--- src/design/vqdm_pkg.sv ---
// Shared types and constants for the virtqueue descriptor manager.
// No dependencies; every other design file refers to this package by scope.
`timescale 1ns / 1ps

package vqdm_pkg;

  // Field widths
  localparam int IDX_W  = 8;
  localparam int SIZE_W = 9;
  localparam int CNT_W  = 16;
  localparam int ACT_W  = 2;
  localparam int STS_W  = 2;

  // Default queue depth limit
  localparam int MAX_QUEUE_DEF = 256;

  // Action codes
  localparam logic [ACT_W-1:0] ACT_ALLOC    = 2'd0;
  localparam logic [ACT_W-1:0] ACT_LINK     = 2'd1;
  localparam logic [ACT_W-1:0] ACT_POST     = 2'd2;
  localparam logic [ACT_W-1:0] ACT_COMPLETE = 2'd3;

  // Status codes
  localparam logic [STS_W-1:0] STS_OK      = 2'd0;
  localparam logic [STS_W-1:0] STS_NO_FREE = 2'd1;
  localparam logic [STS_W-1:0] STS_RANGE   = 2'd2;
  localparam logic [STS_W-1:0] STS_CHAIN   = 2'd3;

  // Descriptor flag bits as kept in the link table
  localparam logic [1:0] DESC_F_NEXT  = 2'd1;
  localparam logic [1:0] DESC_F_WRITE = 2'd2;

  // Free stack access: clear (refill), one write and one read address
  typedef struct packed {
    logic             clr;
    logic             we;
    logic [IDX_W-1:0] waddr;
    logic [IDX_W-1:0] wdata;
    logic [IDX_W-1:0] raddr;
  } stk_req_t;

  // Link table access: one write and one read address
  typedef struct packed {
    logic             we;
    logic [IDX_W-1:0] waddr;
    logic [1:0]       flags;
    logic [IDX_W-1:0] next;
    logic [IDX_W-1:0] raddr;
  } lnk_req_t;

  // Link table read word
  typedef struct packed {
    logic [1:0]       flags;
    logic [IDX_W-1:0] next;
  } lnk_t;

  // One result transaction
  typedef struct packed {
    logic [STS_W-1:0]  status;
    logic [IDX_W-1:0]  index_out;
    logic [SIZE_W-1:0] free_count;
    logic [CNT_W-1:0]  avail_head;
    logic [CNT_W-1:0]  progress_head;
    logic [SIZE_W-1:0] freed_count;
  } rsp_t;

endpackage

--- src/design/vqdm_link_mem.sv ---
// Descriptor link table: flags and next index per descriptor.
// Synchronous memory, one write and one registered read. Depends on vqdm_pkg.
`timescale 1ns / 1ps

module vqdm_link_mem #(
  parameter int DEPTH = vqdm_pkg::MAX_QUEUE_DEF
) (
  input  logic               clk,
  input  vqdm_pkg::lnk_req_t req,
  output vqdm_pkg::lnk_t     rdata
);

  localparam int AW = $clog2(DEPTH);

  logic [AW+1:0] mem [DEPTH];
  logic [AW+1:0] rd_q;

  // Write flags and truncated next index
  always_ff @(posedge clk) begin
    if (req.we) begin
      mem[req.waddr[AW-1:0]] <= {req.flags, req.next[AW-1:0]};
    end
  end

  // Registered read port
  always_ff @(posedge clk) begin
    rd_q <= mem[req.raddr[AW-1:0]];
  end

  assign rdata.flags = rd_q[AW+1:AW];
  assign rdata.next  = vqdm_pkg::IDX_W'(rd_q[AW-1:0]);

endmodule

--- config.mk ---
export PLATFORM = sky130hd
export DESIGN_NAME = vqdm_link_mem
export DESIGN_NICKNAME = d
export VERILOG_FILES = /design/src/design/vqdm_pkg.sv /design/src/design/vqdm_link_mem.sv
export SDC_FILE = /design/constraint.sdc
export NUM_CORES = 2
export LEC_CHECK = 0
export BUFFER_PORTS_ARGS = -buffer_cell sky130_fd_sc_hd__buf_2
export CAP_MARGIN = 20
export CORE_AREA = 2 2 410 412
export CTS_CLUSTER_SIZE = 14
export DETAILED_ROUTE_END_ITERATION = 8
export DIE_AREA = 0 0 412 414
export GPL_TIMING_DRIVEN = 0
export PLACE_DENSITY_LB_ADDON = 0.05
export SKIP_LAST_GASP = 1
export SLEW_MARGIN = 15
export SYNTH_ARGS = -nofsm -noshare
export SYNTH_HDL_FRONTEND = slang
export SYNTH_SLANG_ARGS = --single-unit
--- constraint.sdc ---
create_clock -name clk -period 2.6 [get_ports clk]
set_clock_uncertainty 0.15 [all_clocks]
set_input_delay 0.13 -clock clk [delete_from_list [all_inputs] [get_ports clk]]
set_output_delay 0.13 -clock clk [all_outputs]
set_load 0.005 [all_outputs]
**Word level (Yosys, flattened, before mapping)**

Memories as Yosys holds them, arrays and structs flattened. A register that Yosys moved wholly into a read port is not among the register bits.
Cells that the tools add are included.

- Flip-flop bits (word level): 0
- Memory bits (writable): 2,560
- Input bits: 28
- Logic and storage cells: 3
- Memories kept: 1

- Mux-type cells: 2

Memories:

| memory | words | bits a word | read ports | clocked after memory_dff | wr ports | RTL line | source |
|---|---|---|---|---|---|---|---|
| mem | 256 | 10 | 1 | 1 | 1 | vqdm_link_mem.sv:15 | `logic [AW+1:0] mem [DEPTH];` |

Operators by type and width:

| operator | number |
|---|---|
| 1-bit two-way mux | 2 |

**Logic depth before layout (Yosys ltp)**

- Depth after elaboration: 2
- Mapped depth: 12
- Depth with buffers taken out: 6

**Least setup slack after synthesis**

OpenSTA, ideal clock, no wires.

- Kind: input-to-reg
- Start: input port req[0] (netlist bit)
- End: register rd_q[3], in the netlist rdata[3] (read register of mem)
- Library setup time: 126 ps
- Data arrival time: 1,946 ps
- Required time: 2,324 ps
- Path slack: 379 ps
- Stages: 9
- Path buffers: 4
- Cell sequence: buf_4 -> buf_8 -> buf_8 -> buf_2 -> mux4_2 -> a22oi_1 -> a21oi_1 -> nor4_1 -> nor3_1

RTL lines:

| element | RTL line | source |
|---|---|---|
| start, declared | vqdm_link_mem.sv:9 | `input vqdm_pkg::lnk_req_t req,` |
| end, declared | vqdm_link_mem.sv:16 | `logic [AW+1:0] rd_q;` |

==> flow_summary.ini <==
[outcome]
run_status = complete, but fails checks
violations = setup timing

[logic_synthesis]
synth.avg_cell_area_um2 = 21.38
async_reset_ff_share_pct = 0
synth_compound_area_share_pct = 3.706
synth_simple_gate_area_share_pct = 2.323
synth_most_common_cell = edfxtp_1
synth_ff_type = edfxtp_1
yosysWarnings = 0
yosys-top-cells-count = edfxtp_1 (2560), mux4_2 (495), nor2_1 (292)
synth_seq_area_share_pct = 77.65
netlist_instances = 4642
synth_top_family_by_area = multiplexers
yosys.cell_types.count = 53
synth-edff-count = 2560
ys_ff_latch = 2570
syn-cell-area_mm2 = 0.09925
synth_fa_ha_area_share_pct = 0
yosysTopAreaCell = edfxtp_1
synth-xor-area-share_pct = 0
synth_top_area_share_pct = 77.45
synthMuxAreaShare_pct = 14.44
synthesis.nets = 4670
yosys-top-cells-area = edfxtp_1 (77%), mux4_2 (11%), mux2i_1 (2.1%)

[timing]
timing.final.crit_share_pct = 111.7
fmaxAchievable_mhz = 344.5
fin_ws_ps = -303.1
final_max_slew_viol_count = 0
report.final.setup_viol = 427
layout_min_cycle_time_ps = 2903
rsz0062_at_grt = yes
slew_headroom_pct = 11.84
worst_pin_slew_ps = 1322
hold_viol = 0

[floorplanning]
std_cell_rows = 150
die-area_mm2 = 0.1706
core_mm2 = 0.1663
ioPinCount = 38
initial_core_util_pct = 59.69
die_x_um = 412
die_h_um = 414

[drt]
dr.pass1.iters = 9
wl_um = 323800
wire_per_inst_um = 43.01
via_count = 54290
final_antenna_net_count = 0
drt_iter0_drc = 9608
drc = 0
avgViaCountPerCell = 7.212

[hold_path]
hp-class = input pin to flip-flop
min_from = req[11]

[final_layout]
post-route-util_pct = 68.50
layout-drive-gt1-share_pct = 27.66
nets = 5145
syn2layout_area_growth_pct = 14.76
fill_cells = 10510

[setup_path]
arrival_ps = 3520
crit_chain = buf_2, buf_6, and2_1, clkbuf_1, clkbuf_2, a22oi_1, a21oi_1, nor4_2, nor4_4
crit_end = rdata[9]
rr_worst_depth = 7
cp_max_fo = 13
max_stage_delay_ps = 640
r2r_slack_ps = -190
startpoint_type = input pin
cp_slowest_cell = a21oi_1
startpoint = req[2]
path_class = input pin to flip-flop
cp_num_buf_inv = 4
timing.rr.start = mem[82][9]
end_kind = flip-flop
worstPathRequired_ps = 3220
reg2reg_to = rdata[9]
worst-path-stages = 9
cp_top_family = buffers and inverters

[place]
place_congestion = 1.013
dp_slack_ps = -2988
numPortBuffers = 30
hpwl_um = 214800

[power_and_ir_drop]
total_power_uw = 87670
power_leakage_uw = 0.03580
p_per_area_mw_per_mm2 = 769.7
max-vdd-ir-drop_v = 0.0007792

[clock_network]
clock_latency_ps = 950
cts_num_sinks = 2570
cts_tree = yes
cts_buffers = 275
cts_buffer_depth = 4
clkTransAtPathRegs_ps = 60
htree_levels = 5
root_buffer = clkbuf_16

[global_routing]
first_global_vias = 51600
gr-usage-met2_pct = 52.94
antenna_found_initial = 17
grt_pass1_wl_um = 432200
met3_usage_pct = 14.71
grt-ovfl-total = 0
grt_busiest_layer = met2
grt_max_degree = 144
grt_usage_pct = 38.19
met1_usage_pct = 52.76

[run]
drv_cap = 0
==> worst min-delay path by stage <==
stage,to,slack (ps),cells past startpoint
floorplan,mem[0][0],80,0
global placement,rdata[1],360,1
detailed placement,mem[187][8],260,1
CTS,mem[193][4],0.2,3
global route,mem[113][5],60,3
finish,mem[73][3],60,2
==> area by class of cell <==
class	instances	area (um2)	share of cell area, %
sequential	2570	77070	67.67
multi-input combinational	1785	21640	19.00
clock buffer	351	7316	6.423
tap	2204	2758	2.421
timing repair buffer	200	2193	1.926
buffer	282	2115	1.856
clock inverter	117	753.2	0.6613
antenna	16	40.04	0.03515
inverter	3	11.26	0.009887
==> cells in the final DEF, fill, tap and decap left out, types with 45 or more instances in the layout <==
cell type  synthesis  final
clkbuf_1         131    127
mux4_2           495    497
buf_2             48     55
o22ai_1           57     52
a21oi_1          113    107
buf_4             29    138
edfxtp_1        2560   2560
nor2_2             0    125
nor2_1           292    148
mux2i_1          210    209
nand2_1           47     45
clkbuf_2           1     60
clkbuf_16          0    282
clkinv_1           0     71
buf_6             24     46
a22oi_1          191    187
==> report_power, final <==
part	switching (uW)	internal, uW
Combinational	3890	1710
Clock	15700	20700
Sequential	27.4	45700
==> timing repair <==
action,CTS,global route
pin swaps,13,12
hold buffers,28,6
endpoints found under the setup margin,635,846
buffers inserted,10,7
endpoints found under the hold margin,2320,66
gates resized for setup,242,139
==> cells by family after synthesis <==
logic type | after synthesis
mux | 746
simple gates | 514
compound gates | 525
flops | 2570
buf+inv | 287
==> sequential cells by signal, summed over array words and instances (netlist names) <==
signal and count:
mem 2560, rdata 10
==> routing by layer <==
layer,wire length (um),up-vias
li1,-,20570
met5,323,-
met4,19750,16
met3,47890,820
met1,116100,28480
met2,139700,4405
==> per-stage QoR <==
step	hold slack [ps]	setup TNS [ps]	instance area, um2	std cells
finish	61.66	-37980	113900	7528
global route	61.54	-18000	113900	7515
CTS	0.1827	-28060	113100	7465
detailed placement	259.1	-1756700	103700	6960
global placement	358.1	-7413700	102200	6876
floorplan	78.87	0	99250	4642
(Power assumes the default switching activity.)
