### src/design/vqdm_pkg.sv
// Shared types and constants for the virtqueue descriptor manager.
// No dependencies; every other design file refers to this package by scope.
`timescale 1ns / 1ps

package vqdm_pkg;

  // Field widths
  localparam int IDX_W  = 8;
  localparam int SIZE_W = 9;
  localparam int CNT_W  = 16;
  localparam int ACT_W  = 2;
  localparam int STS_W  = 2;

  // Default queue depth limit
  localparam int MAX_QUEUE_DEF = 256;

  // Action codes
  localparam logic [ACT_W-1:0] ACT_ALLOC    = 2'd0;
  localparam logic [ACT_W-1:0] ACT_LINK     = 2'd1;
  localparam logic [ACT_W-1:0] ACT_POST     = 2'd2;
  localparam logic [ACT_W-1:0] ACT_COMPLETE = 2'd3;

  // Status codes
  localparam logic [STS_W-1:0] STS_OK      = 2'd0;
  localparam logic [STS_W-1:0] STS_NO_FREE = 2'd1;
  localparam logic [STS_W-1:0] STS_RANGE   = 2'd2;
  localparam logic [STS_W-1:0] STS_CHAIN   = 2'd3;

  // Descriptor flag bits as kept in the link table
  localparam logic [1:0] DESC_F_NEXT  = 2'd1;
  localparam logic [1:0] DESC_F_WRITE = 2'd2;

  // Free stack access: clear (refill), one write and one read address
  typedef struct packed {
    logic             clr;
    logic             we;
    logic [IDX_W-1:0] waddr;
    logic [IDX_W-1:0] wdata;
    logic [IDX_W-1:0] raddr;
  } stk_req_t;

  // Link table access: one write and one read address
  typedef struct packed {
    logic             we;
    logic [IDX_W-1:0] waddr;
    logic [1:0]       flags;
    logic [IDX_W-1:0] next;
    logic [IDX_W-1:0] raddr;
  } lnk_req_t;

  // Link table read word
  typedef struct packed {
    logic [1:0]       flags;
    logic [IDX_W-1:0] next;
  } lnk_t;

  // One result transaction
  typedef struct packed {
    logic [STS_W-1:0]  status;
    logic [IDX_W-1:0]  index_out;
    logic [SIZE_W-1:0] free_count;
    logic [CNT_W-1:0]  avail_head;
    logic [CNT_W-1:0]  progress_head;
    logic [SIZE_W-1:0] freed_count;
  } rsp_t;

endpackage

### src/design/vqdm_free_stack.sv
// Free descriptor stack: synchronous memory with per-entry valid bits.
// An entry never written since the last refill reads as its own position.
// Depends on vqdm_pkg.
`timescale 1ns / 1ps

module vqdm_free_stack #(
  parameter int DEPTH = vqdm_pkg::MAX_QUEUE_DEF
) (
  input  logic                       clk,
  input  logic                       rst,
  input  vqdm_pkg::stk_req_t         req,
  output logic [vqdm_pkg::IDX_W-1:0] rdata
);

  localparam int AW = $clog2(DEPTH);

  logic [AW-1:0]    mem [DEPTH];
  logic [DEPTH-1:0] valid;
  logic [AW-1:0]    mem_q;
  logic [AW-1:0]    addr_q;
  logic             valid_q;

  // Store pushed indices
  always_ff @(posedge clk) begin
    if (req.we) begin
      mem[req.waddr[AW-1:0]] <= req.wdata[AW-1:0];
    end
  end

  // Drop all written entries on reset or refill
  always_ff @(posedge clk) begin
    if (rst || req.clr) begin
      valid <= '0;
    end else if (req.we) begin
      valid[req.waddr[AW-1:0]] <= 1'b1;
    end
  end

  // Registered read port
  always_ff @(posedge clk) begin
    mem_q   <= mem[req.raddr[AW-1:0]];
    valid_q <= valid[req.raddr[AW-1:0]];
    addr_q  <= req.raddr[AW-1:0];
  end

  assign rdata = valid_q ? vqdm_pkg::IDX_W'(mem_q) : vqdm_pkg::IDX_W'(addr_q);

endmodule

### config.mk
export PLATFORM = sky130hd
export DESIGN_NAME = vqdm_free_stack
export DESIGN_NICKNAME = d
export VERILOG_FILES = /design/src/design/vqdm_pkg.sv /design/src/design/vqdm_free_stack.sv
export SDC_FILE = /design/constraint.sdc
export NUM_CORES = 2
export LEC_CHECK = 0
export BUFFER_PORTS_ARGS = -buffer_cell sky130_fd_sc_hd__clkbuf_2
export CORE_ASPECT_RATIO = 0.5
export CORE_MARGIN = 1
export CORE_UTILIZATION = 47
export CTS_CLUSTER_DIAMETER = 60
export DETAILED_ROUTE_END_ITERATION = 8
export SYNTH_ARGS = -nofsm -noshare
export SYNTH_HDL_FRONTEND = slang
export SYNTH_SLANG_ARGS = --single-unit
### constraint.sdc
create_clock -name clk -period 2.4 [get_ports clk]
set_input_delay 0.12 -clock clk [delete_from_list [all_inputs] [get_ports clk]]
set_output_delay 0.12 -clock clk [all_outputs]
set_load 0.005 [all_outputs]
* Yosys cells after proc, flatten, opt, wreduce, memory -nomap -nowiden
Memory sizes are Yosys's and may differ from the RTL's. A register that Yosys moved wholly into a read port is not among the register bits.
Index checks and enable logic that the tools add are counted.
** Operators by class
- Bitwise logic cells :: 1
- Order comparisons :: 3
- Mux-type cells :: 7
- Reductions and logical operators :: 2
** Operators by type and width (number)
- $or A256 B256 Y256 :: 1
- $lt A8 B9 Y1 const B :: 2
- $bmux W1 S8 :: 1
- $demux W1 S8 :: 1
- $ge A8 B1 Y1 const B :: 1
- $mux W8 :: 1
- $mux W1 :: 4
- $logic_and A1 B1 Y1 :: 1
- $logic_or A1 B1 Y1 :: 1
** Word-level totals
- Input port bits :: 28
- Bits in registers :: 265
- Bits in writable memories :: 2048
- Memories :: 1
- Output and inout bits :: 8
** Memory list
- mem :: words 256, width 8, rd ports 1, clocked after memory_dff 1, write ports 1, RTL line vqdm_free_stack.sv:17 : logic [AW-1:0] mem [DEPTH];

* Logic depth before layout (Yosys ltp)
- Word-level depth :: 5
- Mapped depth :: 13
- Depth with buffers taken out :: 6

* Least setup slack after synthesis
Ideal clock, no wire load.
- Kind :: input to register
- Start :: in req[1] (netlist name)
- End :: reg mem_q[6] (read register of mem)
- Buffers on the path :: 4
- Path slack :: 0.230 ns
- Setup time :: 0.128 ns
- Data arrival time :: 2.042 ns
- Cell stages on the path :: 9
- Required time :: 2.272 ns
- Cell sequence :: buf_2 -> buf_2 -> buf_2 -> clkbuf_1 -> mux4_2 -> a221oi_1 -> o22ai_1 -> a211oi_1 -> nor4b_2
** RTL lines
- from (decl) :: RTL line vqdm_free_stack.sv:11 : input vqdm_pkg::stk_req_t req,
- to (decl) :: RTL line vqdm_free_stack.sv:19 : logic [AW-1:0] mem_q;

==> results.ini <==
[outcome]
status = finished with violations
violations = negative setup slack

[critical_path]
ff2ff_path_depth = 8
crit_required_ps = 3130
cp_max_fo = 1
cp-start-kind = flop
rr_startpoint = mem[179][7]
critPathKind = reg2reg
arrival_ps = 3180
critPathCaptureType = flop
r2r_slack_ps = -40
crit-reg2reg-capture = mem_q[7]

[clock_tree]
cts_setup_buffers = 0
clkLatencyLatePin_ps = 860
numCtsBuffers = 208
cts.clk_slew.worst_paths_ps = 70
cts_tree = done
htreeDepth = 4
cts_root_buffer = clkbuf_16
cts_buffer_depth = 4
clock_sinks = 2321

[finish]
n_fill_cell = 14123
fin_cells = 8058
drive_gt1_frac = 0.2988
area_delta_synth_final_pct = 17.41
final_net_count = 5404
fin_area_um2 = 104800

[synth]
synth_xor_xnor_area_share = 0
ys_seq_area_frac = 0.7502
synth_top_family_by_area = multiplexers
syn_area_um2 = 89260
yosys_register_bits = 2321
synth_edf_count = 2048
synth_mux_area_frac = 0.1541
synth-compound-area-share = 0.03323
syn_avg_cell_area_um2 = 19.03
synth_ff_type = edfxtp_1
synth_cell_types = 58
ys_warn_count = 0
synthAdderAreaFrac = 0
syn_inst = 4691
yosys.area_share.simple = 0.04383
synth-async-reset-ratio = 0
synthesis.nets = 4719

[place]
portBuffers = 35
dp_slack_ps = -798.6
routabilityCongestion = 0.8558
dp_cells = 7654
place_hpwl_mm = 154.2
placed_cell_area_um2 = 97460

[die]
die_w_um = 618.3
die_h_um = 310.2
die-area_um2 = 191800
io_pins = 36
rows = 112
coreArea_um2 = 187600
initial_core_util = 0.4757

[detailed_routing]
drc = 0
drt-vias-per-instance = 5.940
drt.antenna.violating_nets = 0
vias = 47867
drt_iter0_markers = 5903
routed_wl_mm = 237.7
wl_per_cell_um = 29.50
first_pass_iters = 5

[global_routing]
grt_pass1_vias = 47882
grt_start_max_net_pins = 93
antenna_found_initial = 12
grt_pass1_wl_mm = 341.5
grt_overflow = 0
grt_usage = 0.2490

[timing]
tns_ps = -42.53
min_period_over_period = 1.018
hold_slack_ps = 51.96
hold_viol = 0
period_minus_slack_ps = 2443
worst_pin_slew_ps = 1035
finalSetupViolations = 1
clock.fmax_mhz = 409.4
grt_setup_unrepaired = yes
maxSlewViolCount = 0
finalClockSkew_ps = 56.62
relSlewSlack = 0.3137
fin_ws_ps = -42.53

[hold_path]
hp-start = rst
holdPathEnd = valid[54]
hold_class = in2reg
hold_depth = 4

[pwr]
power.leakage_nw = 34.47
ir_drop_uv = 587.0
powerDensity_nw_per_um2 = 789.0

[job]
drv_cap = 0

==> synthesized netlist by cell type (all sizes together) (13+ instances only) <==
library cell     n  area, um^2
mux2i          190        1902
a221oi          27       249.0
nor2b           23       143.9
mux4           520       11710
nor2           740        2778
nor3            19       100.1
o22ai           52       325.3
edfxtp        2048       61500
a21oi           68       340.3
a22oi           81       608.1
a22o            20       175.2
a211oi          15       112.6
o21ai           26       130.1
o221ai          40       350.3
mux2            13       146.4
o21ba           29       290.3
buf            128        1057
nand3           45       225.2
nor4            13       87.58
clkbuf         156       585.6
a311oi          14       122.6
dfxtp          273        5465
nand2           69       259.0
==> per-stage QoR <==
stage                     power, mW    util
final                         82.69  0.5585
after global routing          84.91  0.5585
after CTS                     83.15  0.5579
after detailed placement      49.46  0.5194
after global placement        49.39  0.5194
after floorplan               47.04       -
==> worst max-delay path by stage <==
stage	start	endpoint	cells past startpoint
final	mem[179][7]	mem_q[7]	8
after global routing	mem[191][7]	mem_q[7]	8
after CTS	mem[179][7]	mem_q[7]	8
after detailed placement	req[0]	mem_q[7]	11
after global placement	req[0]	mem_q[7]	11
after floorplan	req[1]	mem_q[6]	9
==> per-layer routing <==
metal / up-vias / track usage / share of wire
met2: 2054 / 0.3940 / 0.47
met4: 2 / 0.05398 / 0.020
met3: 288 / 0.04925 / 0.092
li1: 20207 / - / -
met5: - / 0 / 0.000067
met1: 25316 / 0.3619 / 0.42
==> power by group <==
part / internal [mW] / leakage [nW] / total [mW] / switching, mW
combinational: 1.81 / 10.4 / 4.63 / 2.82
sequential: 44.0 / 20.6 / 44.0 / 0.0492
clock: 19.4 / 3.42 / 34.1 / 14.6
total: 65.2 / 34.5 / 82.7 / 17.5
==> timing repair <==
| action | CTS | global route |
|---|---|---|
| hold buffers | 20 | 0 |
| pin swaps | 7 | 5 |
| cloned | 0 | 0 |
| hold endpoints to repair | 590 | 0 |
| gates resized for setup | 24 | 17 |
| setup endpoints to repair | 7 | 7 |
==> layout make-up <==
| type | count | area (um^2) | share of cell area |
|---|---|---|---|
| diodes | 2 | 5.005 | 0.00004775 |
| clock buffers | 289 | 5932 | 0.05660 |
| clock inverters | 93 | 998.5 | 0.009527 |
| inverters | 5 | 18.77 | 0.0001791 |
| multi-input cells | 2081 | 20890 | 0.1994 |
| flip-flops and latches | 2321 | 66960 | 0.6390 |
| well taps | 2508 | 3138 | 0.02994 |
| repair buffers | 759 | 6854 | 0.06540 |
==> kinds of logic (layout without fill, tap and decap cells) <==
logic type	after synthesis	in the layout
buffers and inverters	289	1146
other	0	2
DFF	2321	2321
muxes	723	723
and+or+nand+nor	954	954
AOI/OAI and AO/OA	404	404
==> critical path: stages (launching register included) <==
cell       delay [ps]
edfxtp_1          370
mux4_2            510
a22o_1            270
a2111oi_4         290
buf_4             180
a21boi_2          110
nor4_4            350
buf_4             210
nor4_1             50
==> layout by cell type, fill, tap and decap left out, types with 5 or more instances in the layout <==
cell type / netlist / final
clkbuf_8: 0 / 29
clkbuf_1: 156 / 50
nand3_1: 45 / 42
nor3_1: 18 / 16
dfxtp_1: 273 / 273
edfxtp_1: 2048 / 2048
clkbuf_2: 0 / 24
nand4_1: 8 / 8
mux2i_1: 190 / 190
a2111oi_4: 0 / 5
a22o_1: 20 / 19
nand2b_1: 6 / 6
mux4_2: 520 / 520
nor2b_1: 23 / 19
clkinv_2: 0 / 42
clkbuf_16: 0 / 218
o22ai_1: 52 / 52
buf_12: 7 / 88
and2_1: 8 / 8
a311oi_1: 14 / 10
nor4_1: 12 / 9
buf_4: 31 / 617
nor2_1: 740 / 738
o221ai_1: 40 / 40
mux2_2: 13 / 13
dlygate4sd3_1: 0 / 20
a21oi_1: 68 / 67
o31ai_1: 6 / 6
nand2_1: 69 / 69
o21ai_0: 23 / 22
a22oi_1: 81 / 81
clkinv_1: 0 / 21
o21ba_2: 29 / 29
bufinv_16: 0 / 20
a211oi_1: 15 / 13
a221oi_1: 25 / 25
==> flip-flops by register name, indices dropped and copies added, names as in the netlist <==
name,cells
valid_q,1
addr_q,8
valid,256
mem,2048
mem_q,8
(Power assumes the default switching activity.)
